[src/hw/rtl/y2b_pkg.sv]
`timescale 1ns / 1ps
`default_nettype none
// ----------------------------------------------------------------------------
// y2b_pkg
// Types and fixed constants for the YUYV pair to BGR converter.
// ----------------------------------------------------------------------------
package y2b_pkg;

    localparam int unsigned PIX_W   = 8;
    localparam int unsigned MAG_W   = 8;   // |chroma - 128| reaches 128
    localparam int unsigned PROD_W  = 21;  // largest product 14075*128
    localparam int unsigned RCP_W   = 22;
    localparam int unsigned QPROD_W = PROD_W + RCP_W;
    localparam int unsigned QUOT_W  = 8;   // largest quotient 227
    localparam int unsigned OFF_W   = 9;   // signed chroma term
    localparam int unsigned SUM_W   = 11;  // signed luma plus term

    localparam logic [PIX_W-1:0] CHAN_MAX    = 8'd255;
    localparam logic [MAG_W-1:0] CHROMA_ZERO = 8'd128;

    // coefficients: red from Cr, green from Cb and Cr, blue from Cb
    localparam logic [PROD_W-1:0] COEF_RED_V = 21'd14075;
    localparam logic [PROD_W-1:0] COEF_GRN_U = 21'd3455;
    localparam logic [PROD_W-1:0] COEF_GRN_V = 21'd7169;
    localparam logic [PROD_W-1:0] COEF_BLU_U = 21'd1779;

    // floor(p / 10000) = (p * ceil(2^35 / 10000)) >> 35 for p < 2^21
    localparam logic [RCP_W-1:0] RCP_10K   = 22'd3435974;
    localparam int unsigned      SHIFT_10K = 35;
    // floor(p / 1000) = (p * ceil(2^31 / 1000)) >> 31 for p < 2^21
    localparam logic [RCP_W-1:0] RCP_1K    = 22'd2147484;
    localparam int unsigned      SHIFT_1K  = 31;

    typedef struct packed {
        logic [PIX_W-1:0] luma_first;
        logic [PIX_W-1:0] chroma_blue;
        logic [PIX_W-1:0] luma_second;
        logic [PIX_W-1:0] chroma_red;
    } t_req;

    typedef struct packed {
        logic [PIX_W-1:0] blue_first;
        logic [PIX_W-1:0] green_first;
        logic [PIX_W-1:0] red_first;
        logic [PIX_W-1:0] blue_second;
        logic [PIX_W-1:0] green_second;
        logic [PIX_W-1:0] red_second;
    } t_rsp;

    // chroma terms shared by both pixels, with the lumas carried alongside
    typedef struct packed {
        logic [PIX_W-1:0]        luma_first;
        logic [PIX_W-1:0]        luma_second;
        logic signed [OFF_W-1:0] blu_off;
        logic signed [OFF_W-1:0] grn_off;
        logic signed [OFF_W-1:0] red_off;
    } t_terms;

endpackage : y2b_pkg
`default_nettype wire

[src/hw/rtl/y2b_chroma.sv]
`timescale 1ns / 1ps
`default_nettype none
// ----------------------------------------------------------------------------
// y2b_chroma
// Four-stage chroma path: magnitude, constant product, reciprocal divide,
// signed term. Lumas ride along with the valid bit.
// ----------------------------------------------------------------------------
module y2b_chroma
    import y2b_pkg::*;
(
    input  wire logic   i_clk,
    input  wire logic   i_rst_n,
    input  wire logic   i_valid,
    input  wire t_req   i_req,
    output logic        o_valid,
    output t_terms      o_terms
);

    // stage 1: sign and magnitude of the offset chroma
    logic             r_v1;
    logic [MAG_W-1:0] r_mag_u, r_mag_v;
    logic             r_neg_u1, r_neg_v1;
    logic [PIX_W-1:0] r_ya1, r_yb1;

    // stage 2: constant products
    logic              r_v2;
    logic [PROD_W-1:0] r_p_rv, r_p_gu, r_p_gv, r_p_bu;
    logic              r_neg_u2, r_neg_v2;
    logic [PIX_W-1:0]  r_ya2, r_yb2;

    // stage 3: quotients
    logic              r_v3;
    logic [QUOT_W-1:0] r_q_rv, r_q_gu, r_q_gv, r_q_bu;
    logic              r_neg_u3, r_neg_v3;
    logic [PIX_W-1:0]  r_ya3, r_yb3;

    // stage 4: signed terms
    logic   r_v4;
    t_terms r_terms;

    logic [QPROD_W-1:0] n_qp_rv, n_qp_gu, n_qp_gv, n_qp_bu;
    logic [OFF_W-1:0]   n_q_rv, n_q_gu, n_q_gv, n_q_bu;

    always_comb begin
        n_qp_rv = QPROD_W'(r_p_rv) * QPROD_W'(RCP_10K);
        n_qp_gu = QPROD_W'(r_p_gu) * QPROD_W'(RCP_10K);
        n_qp_gv = QPROD_W'(r_p_gv) * QPROD_W'(RCP_10K);
        n_qp_bu = QPROD_W'(r_p_bu) * QPROD_W'(RCP_1K);
        n_q_rv  = {1'b0, r_q_rv};
        n_q_gu  = {1'b0, r_q_gu};
        n_q_gv  = {1'b0, r_q_gv};
        n_q_bu  = {1'b0, r_q_bu};
    end

    always_ff @(posedge i_clk) begin
        if (!i_rst_n) begin
            r_v1 <= 1'b0;
            r_v2 <= 1'b0;
            r_v3 <= 1'b0;
            r_v4 <= 1'b0;
        end else begin
            r_v1 <= i_valid;
            r_v2 <= r_v1;
            r_v3 <= r_v2;
            r_v4 <= r_v3;
        end

        // stage 1
        r_neg_u1 <= ~i_req.chroma_blue[PIX_W-1];
        r_neg_v1 <= ~i_req.chroma_red[PIX_W-1];
        r_mag_u  <= i_req.chroma_blue[PIX_W-1] ? {1'b0, i_req.chroma_blue[PIX_W-2:0]}
                                               : CHROMA_ZERO - i_req.chroma_blue;
        r_mag_v  <= i_req.chroma_red[PIX_W-1] ? {1'b0, i_req.chroma_red[PIX_W-2:0]}
                                              : CHROMA_ZERO - i_req.chroma_red;
        r_ya1    <= i_req.luma_first;
        r_yb1    <= i_req.luma_second;

        // stage 2
        r_p_rv   <= PROD_W'(r_mag_v) * COEF_RED_V;
        r_p_gu   <= PROD_W'(r_mag_u) * COEF_GRN_U;
        r_p_gv   <= PROD_W'(r_mag_v) * COEF_GRN_V;
        r_p_bu   <= PROD_W'(r_mag_u) * COEF_BLU_U;
        r_neg_u2 <= r_neg_u1;
        r_neg_v2 <= r_neg_v1;
        r_ya2    <= r_ya1;
        r_yb2    <= r_yb1;

        // stage 3
        r_q_rv   <= n_qp_rv[SHIFT_10K +: QUOT_W];
        r_q_gu   <= n_qp_gu[SHIFT_10K +: QUOT_W];
        r_q_gv   <= n_qp_gv[SHIFT_10K +: QUOT_W];
        r_q_bu   <= n_qp_bu[SHIFT_1K +: QUOT_W];
        r_neg_u3 <= r_neg_u2;
        r_neg_v3 <= r_neg_v2;
        r_ya3    <= r_ya2;
        r_yb3    <= r_yb2;

        // stage 4: truncation toward zero, sign applied to the magnitude quotient
        r_terms.luma_first  <= r_ya3;
        r_terms.luma_second <= r_yb3;
        r_terms.blu_off     <= r_neg_u3 ? -$signed(n_q_bu) : $signed(n_q_bu);
        r_terms.red_off     <= r_neg_v3 ? -$signed(n_q_rv) : $signed(n_q_rv);
        r_terms.grn_off     <= (r_neg_u3 ? $signed(n_q_gu) : -$signed(n_q_gu))
                             + (r_neg_v3 ? $signed(n_q_gv) : -$signed(n_q_gv));
    end

    assign o_valid = r_v4;
    assign o_terms = r_terms;

endmodule : y2b_chroma
`default_nettype wire

[src/hw/rtl/y2b_mix.sv]
`timescale 1ns / 1ps
`default_nettype none
// ----------------------------------------------------------------------------
// y2b_mix
// Adds the shared chroma terms to both lumas and saturates each channel.
// ----------------------------------------------------------------------------
module y2b_mix
    import y2b_pkg::*;
(
    input  wire logic   i_clk,
    input  wire logic   i_rst_n,
    input  wire logic   i_valid,
    input  wire t_terms i_terms,
    output logic        o_valid,
    output t_rsp        o_rsp
);

    logic r_valid;
    t_rsp r_rsp;
    t_rsp n_rsp;

    function automatic logic [PIX_W-1:0] sat_add(input logic [PIX_W-1:0] y,
                                                 input logic signed [OFF_W-1:0] off);
        logic signed [SUM_W-1:0] sum;
        logic [PIX_W-1:0]        res;
        sum = $signed({{(SUM_W-PIX_W){1'b0}}, y})
            + $signed({{(SUM_W-OFF_W){off[OFF_W-1]}}, off});
        if (sum[SUM_W-1]) begin
            res = '0;
        end else if (sum[SUM_W-2:PIX_W] != '0) begin
            res = CHAN_MAX;
        end else begin
            res = sum[PIX_W-1:0];
        end
        return res;
    endfunction

    always_comb begin
        n_rsp.blue_first   = sat_add(i_terms.luma_first,  i_terms.blu_off);
        n_rsp.green_first  = sat_add(i_terms.luma_first,  i_terms.grn_off);
        n_rsp.red_first    = sat_add(i_terms.luma_first,  i_terms.red_off);
        n_rsp.blue_second  = sat_add(i_terms.luma_second, i_terms.blu_off);
        n_rsp.green_second = sat_add(i_terms.luma_second, i_terms.grn_off);
        n_rsp.red_second   = sat_add(i_terms.luma_second, i_terms.red_off);
    end

    always_ff @(posedge i_clk) begin
        if (!i_rst_n) begin
            r_valid <= 1'b0;
        end else begin
            r_valid <= i_valid;
        end
        r_rsp <= n_rsp;
    end

    assign o_valid = r_valid;
    assign o_rsp   = r_rsp;

endmodule : y2b_mix
`default_nettype wire

[src/hw/rtl/yuyv_pair_to_bgr_core.sv]
`timescale 1ns / 1ps
`default_nettype none
// ----------------------------------------------------------------------------
// yuyv_pair_to_bgr_core
// YUYV 4:2:2 word to two saturated BGR888 pixels, five-stage pipeline.
//
//   channel   ports                       handshake
//   request   i_req (t_req)               i_start while o_busy low
//   result    o_rsp (t_rsp)               o_valid, one cycle, no back-pressure
//
// A request is taken every cycle while o_busy is low.
// The chroma path (magnitude, product, reciprocal divide, signed term) takes
// four stages, the luma add and saturation the fifth.
// o_busy is high only while in reset and for the first cycle after;
// reset drops every request in flight. Results are never held off.
// ----------------------------------------------------------------------------
module yuyv_pair_to_bgr_core
    import y2b_pkg::*;
(
    input  wire logic i_clk,
    input  wire logic i_rst_n,
    input  wire logic i_start,
    input  wire t_req i_req,
    output logic      o_busy,
    output logic      o_valid,
    output t_rsp      o_rsp
);

    logic   r_busy;
    logic   w_accept;
    logic   w_terms_valid;
    t_terms w_terms;

    always_ff @(posedge i_clk) begin
        if (!i_rst_n) begin
            r_busy <= 1'b1;
        end else begin
            r_busy <= 1'b0;
        end
    end

    assign o_busy   = r_busy;
    assign w_accept = i_start & ~r_busy;

    y2b_chroma u_chroma (
        .i_clk   (i_clk),
        .i_rst_n (i_rst_n),
        .i_valid (w_accept),
        .i_req   (i_req),
        .o_valid (w_terms_valid),
        .o_terms (w_terms)
    );

    y2b_mix u_mix (
        .i_clk   (i_clk),
        .i_rst_n (i_rst_n),
        .i_valid (w_terms_valid),
        .i_terms (w_terms),
        .o_valid (o_valid),
        .o_rsp   (o_rsp)
    );

    // every accepted request gives a result at the pipeline output
    a_req_to_rsp: assert property (@(posedge i_clk) disable iff (!i_rst_n)
        w_accept |-> ##5 o_valid)
        else $error("request lost in pipeline");

    // no result without a matching earlier request
    a_rsp_from_req: assert property (@(posedge i_clk) disable iff (!i_rst_n)
        o_valid |-> $past(w_accept, 5))
        else $error("result without request");

    // neutral chroma passes luma through unchanged to first red and second blue
    a_neutral: assert property (@(posedge i_clk) disable iff (!i_rst_n)
        (w_accept && i_req.chroma_blue == CHROMA_ZERO && i_req.chroma_red == CHROMA_ZERO)
        |-> ##5 (o_rsp.red_first == $past(i_req.luma_first, 5)
              && o_rsp.blue_second == $past(i_req.luma_second, 5)))
        else $error("neutral chroma altered luma");

    // reset always leaves the core busy for the next cycle
    a_busy_reset: assert property (@(posedge i_clk)
        !i_rst_n |=> o_busy)
        else $error("busy not set by reset");

endmodule : yuyv_pair_to_bgr_core
`default_nettype wire

[config.mk]
export PLATFORM = sky130hd
export DESIGN_NAME = yuyv_pair_to_bgr_core
export DESIGN_NICKNAME = d
export VERILOG_FILES = /design/src/hw/rtl/y2b_pkg.sv /design/src/hw/rtl/y2b_chroma.sv /design/src/hw/rtl/y2b_mix.sv /design/src/hw/rtl/yuyv_pair_to_bgr_core.sv
export SDC_FILE = /design/constraint.sdc
export NUM_CORES = 2
export LEC_CHECK = 0
export BUFFER_PORTS_ARGS = -buffer_cell sky130_fd_sc_hd__clkbuf_2
export CORE_ASPECT_RATIO = 1.5
export CORE_UTILIZATION = 36
export DETAILED_ROUTE_END_ITERATION = 16
export PLACE_DENSITY = 0.57
export SYNTH_ARGS = -nofsm -noshare
export SYNTH_HDL_FRONTEND = slang
export SYNTH_SLANG_ARGS = --single-unit
[constraint.sdc]
create_clock -name i_clk -period 16.45 [get_ports i_clk]
set_clock_uncertainty 0.1 [all_clocks]
set_input_delay 1.645 -clock i_clk [delete_from_list [all_inputs] [get_ports i_clk]]
set_output_delay 1.645 -clock i_clk [all_outputs]
set_load 0.03 [all_outputs]
======== Word level (Yosys, flattened, before mapping) ========
Cells that the tools add are included.
storage, ports and cells
  register bits after elaboration ......... 280
  input bits .............................. 35
  output and inout port bits .............. 50
  logic and storage cells ................. 87
operators by class
  add/sub/neg operators ................... 13
  multiply operators ...................... 8
  mux-type cells .......................... 13
  bitwise operators ....................... 4
  reductions and logical operators ........ 6
operator list
  operator                                              number
  multiplier 21 x 21 -> 42 bit (second input constant)  2
  two-way mux 8 bit                                     8
  adder 9 x 9 -> 10 bit                                 6
  multiplier 20 x 21 -> 41 bit (second input constant)  1
  multiplier 19 x 20 -> 37 bit (second input constant)  1
  negation 8 -> 9 bit                                   4
  multiplier 8 x 13 -> 21 bit (second input constant)   1
  multiplier 8 x 14 -> 21 bit (second input constant)   1
  multiplier 8 x 12 -> 20 bit (second input constant)   1
  multiplier 8 x 11 -> 19 bit (second input constant)   1
  two-way mux 9 bit                                     2
  subtractor 8 bit (first input constant)               2
  two-way mux 7 bit                                     2
  nonzero test 2 bit                                    6
  adder 9 bit                                           1
  NOT 1 bit                                             3
  AND 1 bit                                             1
  two-way mux 1 bit                                     1

======== Logic depth before layout (Yosys ltp) ========
  depth in word-level cells ............... 3
  mapped depth ............................ 24
  mapped depth without buffers ............ 24

======== Cells and area by module ========
Synthesis repeated with hierarchy kept, for this count alone.
unflattened totals
  cells, all modules ...................... 4303
  area, all modules ....................... 42712.2 um^2
modules (own cells, without submodules)
  module                 times used  cells an instance  area an instance (um^2)  seq. area each (um^2)
  y2b_chroma             1           3849               38821.0                  4444.3
  y2b_mix                1           451                3853.7                   980.9
  yuyv_pair_to_bgr_core  1           3                  37.5                     20.0

======== Worst setup path after synthesis ========
No wires, ideal clock.
  path type ............................... register to register
  from .................................... reg u_chroma.r_p_rv[0]
  to ...................................... reg u_chroma.r_q_rv[7]
  setup time .............................. 127 ps
  arrival ................................. 5922 ps
  required time ........................... 16223 ps
  setup slack ............................. 10300 ps
  cell stages (with the launch flop) ...... 21
  path buffers ............................ 0
  clock period less this slack ............ 6150 ps
  cell sequence ........................... dfxtp_1 ha_1 inv_1 fa_1 fa_1 inv_1 fa_1 fa_1 fa_1 inv_1 fa_1 inv_1 ha_1 a21o_1 a21o_1 a21oi_1 o21ai_0 o31ai_2 a21oi_2 o2111ai_2 or3b_1
between the ends
  word-level cells in the longest chain between the ends .. 1
RTL lines
  element                         line              text
  start: declaration              y2b_chroma.sv:27  logic [PROD_W-1:0] r_p_rv, r_p_gu, r_p_gv, r_p_bu;
  start signal: assignment        y2b_chroma.sv:79  r_p_rv <= PROD_W'(r_mag_v) * COEF_RED_V;
  multiplier 21 x 21 -> 42 bit    y2b_chroma.sv:45  n_qp_rv = QPROD_W'(r_p_rv) * QPROD_W'(RCP_10K);
  named net u_chroma.n_qp_rv[42]  y2b_chroma.sv:41  logic [QPROD_W-1:0] n_qp_rv, n_qp_gu, n_qp_gv, n_qp_bu;
  end signal: assignment          y2b_chroma.sv:89  r_q_rv <= n_qp_rv[SHIFT_10K +: QUOT_W];
  end: declaration                y2b_chroma.sv:33  logic [QUOT_W-1:0] r_q_rv, r_q_gu, r_q_gv, r_q_bu;
The timed path passes the listed nets, and every way through them passes these cells.
A chain may end at the register's enable or synchronous reset.

======== Worst setup path after layout ========
  from .................................... reg u_chroma.r_p_rv[1]
  to ...................................... reg u_chroma.r_q_rv[7]
The elaborated chain is that of the path after synthesis.

==> flow_summary.ini <==
[clock_tree]
postCtsSetupBuffers = 0
path_clk_slew_ps = 70
cts_resized = 0
htreeDepth = 2
clockBufferDepth = 3
clk_latency_ps = 570
postCtsHoldBufs = 0
cts-root-buf = clkbuf_16
numCtsBuffers = 35
cts_tree = built
cts.sinks = 272

[logic_synthesis]
synth_flop_cell = dfxtp_1
synth_edf_count = 0
ys_seq_area_share_pct = 13.1
ys_ff_latch = 272
ys_async_sr_fraction_pct = 0
synthCells = 4105
yosysUniqueCellTypes = 70
synthesis.nets = 5748
yosysWarnings = 0
synth_area_um2 = 41600
synth.avg_cell_area_um2 = 10.1

[setup_path]
startpoint_type = flip-flop
crit_arrival_ps = 6850
critPathCaptureType = flip-flop
r2r_cells = 20
critPathSlowestCell = fa_1
setup.worst_path.class = reg -> reg
regToRegEndpoint = u_chroma.r_q_rv[7]$_DFF_P_
critPathBufInv = 4
critPathTopFamily = adder cells
crit_required_ps = 16800
crit_chain = ha_1 -> inv_1 -> fa_1 -> fa_1 -> inv_1 -> fa_1 -> fa_1 -> fa_1 -> inv_1 -> fa_1 -> inv_1 -> ha_1 -> a21o_1 -> a21o_1 -> a21oi_1 -> o21ai_0 -> o31ai_2 -> a21oi_2 -> o2111ai_2 -> or3b_1
crit_top_cell = fa_1
r2r_slack_ps = 9950
reg2reg_from = u_chroma.r_p_rv[1]$_DFF_P_
critPathMaxFanout = 7
slowest_delay_ps = 560

[cells_and_area]
area_growth_pct = 8.79
nNetsFinal = 5865
final_layout_size_suffix_gt1_share_pct = 4.31
layout.cells.non_filler = 5789

[floorplanning]
core_area_um2 = 114000
dieWidth_um = 279
start_util_pct = 36.3
fp.dieArea_um2 = 117000
ios = 85
rows = 152
die_h_um = 418

[timing]
relSlewSlack_pct = 43.5
fin_tns_setup_ps = 0
min_period_ps = 6500
fin_crit_sh_pct = 39.5
max_freq_mhz = 154
tightest_slew_ps = 835
hold_violations = 0
finalWorstSetupSlack_ps = 9950
drv_slew = 0
finalSetupViolations = 0
rsz0062_at_grt = false

[route]
drtIter0Drc = 1131
ant_nets = 0
drc = 0
wirelength_mm = 102
drt-vias-per-instance = 4.71
dr.pass1.iters = 5
wl_per_cell_um = 17.7
vias = 27300

[hold_path]
min_to = u_chroma.o_terms[36]$_DFF_P_
hold_path_class = reg -> reg
hold_depth = 0
min_from = u_chroma.r_ya3[1]$_DFF_P_

[run]
maxCapViolCount = 0

[global_routing]
gr-total-overflow = 0
grt_pass1_vias = 30000
grtUsageTotal_pct = 18.1
grt_max_degree = 19
grt_pass1_wl_mm = 164
antenna_found_initial = 5

[placed_design]
gp_congestion = 0.970
dp_hpwl_mm = 92.8
dp_slack_ps = 9960
dpl.cell_count = 5725
io_buffer_count = 84

[status]
outcome = completed
sequential cells by signal, indices dropped and copies added (netlist names), 16 cells and up:
register and cells:
u_mix.o_rsp 48, u_chroma.o_terms 43, u_chroma.r_p_rv 21, u_chroma.r_p_gu 20, u_chroma.r_p_bu 17, u_chroma.r_p_gv 16
metal layers:
metal,GRT usage [%],vias to the layer above,routed length (um)
met2,33.5,442,53200
li1,-,13200,-
met1,21.1,13400,41700
met4,7.76,0,4600
met5,0,-,0
met3,1.67,186,2930
logic make-up (layout without fill, tap and decap cells):
group	Yosys count	after routing	share of synthesized area, %
and+or+nand+nor	378	378	4.48
buffers and inverters	1185	1328	10.7
other	0	1	0
AOI/OAI and AO/OA	486	486	7.83
adders and majority gates	1608	1608	60.2
muxes	4	4	0.108
DFF	272	272	13.1
xor gates and xnor gates	172	172	3.62
stage by stage:
step	instance area [um2]	hold slack [ps]	util, %
2_1_floorplan	41600	210	-
4_1_cts	45200	221	39.5
3_5_place_dp	43900	212	38.4
6_report	45200	222	39.5
3_3_place_gp	43900	212	38.4
5_1_grt	45200	232	39.5
cell type report:
class                   instances  area [um2]
inverters                    1177        4420
diodes                          1        2.50
fillers                     11400       69300
clock buffers                  38         907
flip-flops and latches        272        5450
repair buffers                 88         450
clock inverters                25         395
well taps                    1540        1930
multi-input cells            2648       31700
worst reg2reg max path, stage by stage, from the launching register on:
cell and delay [ps]:
dfxtp_1 500, ha_1 420, inv_1 230, fa_1 550, fa_1 560, inv_1 60
fa_1 500, fa_1 430, fa_1 500, inv_1 60, fa_1 490, inv_1 50
ha_1 330, a21o_1 170, a21o_1 160, a21oi_1 130, o21ai_0 100, o31ai_2 390
a21oi_2 130, o2111ai_2 170, or3b_1 360
cells in the mapped netlist (6+ instances only):
| master | count | share of area (%) |
|---|---|---|
| inv_1 | 1177 | 11 |
| ha_1 | 957 | 29 |
| fa_1 | 651 | 31 |
| dfxtp_1 | 272 | 13 |
| a21oi_1 | 132 | 1.6 |
| xnor2_1 | 120 | 2.5 |
| nor2_1 | 100 | 0.90 |
| nand2_1 | 88 | 0.79 |
| a21o_1 | 79 | 1.4 |
| o21ai_0 | 73 | 0.88 |
| o21a_1 | 60 | 1.1 |
| xor2_1 | 52 | 1.1 |
| nor3_1 | 45 | 0.54 |
| nand4_1 | 24 | 0.36 |
| nand3_1 | 22 | 0.26 |
| a31oi_1 | 21 | 0.32 |
| nand2b_1 | 19 | 0.29 |
| nor2b_1 | 17 | 0.26 |
| a211oi_1 | 13 | 0.23 |
| o211ai_1 | 12 | 0.22 |
| o21bai_1 | 12 | 0.22 |
| and2_1 | 10 | 0.15 |
| and3_1 | 10 | 0.15 |
| a21boi_0 | 8 | 0.14 |
| clkbuf_1 | 8 | 0.072 |
| nand3b_1 | 8 | 0.14 |
| o31ai_1 | 8 | 0.14 |
| or2_2 | 7 | 0.11 |
| and4_1 | 6 | 0.13 |
| o2111ai_1 | 6 | 0.13 |
| o21ai_1 | 6 | 0.072 |
worst max-delay path by stage:
stage | from | to | cells after the start | slack (ps)
after detailed placement | u_chroma.r_p_rv[1]$_DFF_P_ | u_chroma.r_q_rv[7]$_DFF_P_ | 20 | 9960
after global placement | u_chroma.r_p_rv[1]$_DFF_P_ | u_chroma.r_q_gv[5]$_DFF_P_ | 21 | 10040
final | u_chroma.r_p_rv[1]$_DFF_P_ | u_chroma.r_q_rv[7]$_DFF_P_ | 20 | 9950
after CTS | u_chroma.r_p_rv[1]$_DFF_P_ | u_chroma.r_q_rv[7]$_DFF_P_ | 20 | 10000
after global routing | u_chroma.r_p_rv[1]$_DFF_P_ | u_chroma.r_q_gv[5]$_DFF_P_ | 22 | 9630
after floorplan | u_chroma.r_p_rv[0]$_DFF_P_ | u_chroma.r_q_rv[7]$_DFF_P_ | 20 | 10300
layout by cell type (no fill, tap or decap), types with 6 or more instances in the layout:
master and count:
inv_1 1177, ha_1 957, fa_1 651, dfxtp_1 272, a21oi_1 132, xnor2_1 120, nor2_1 100, nand2_1 88
clkbuf_2 84, a21o_1 79, o21ai_0 73, o21a_1 60, xor2_1 52, nor3_1 45, clkbuf_16 35, nand4_1 24
nand3_1 22, a31oi_1 21, nand2b_1 19, nor2b_1 17, a211oi_1 13, o211ai_1 12, o21bai_1 12, and3_1 10
and2_1 10, o31ai_1 8, a21boi_0 8, nand3b_1 8, or2_2 7, bufinv_16 7, o2111ai_1 6, o21ai_1 6
and4_1 6
Power is left out: the tool's default activity adds up to more than one toggle a clock period on the data nets, which glitch-free logic cannot reach.
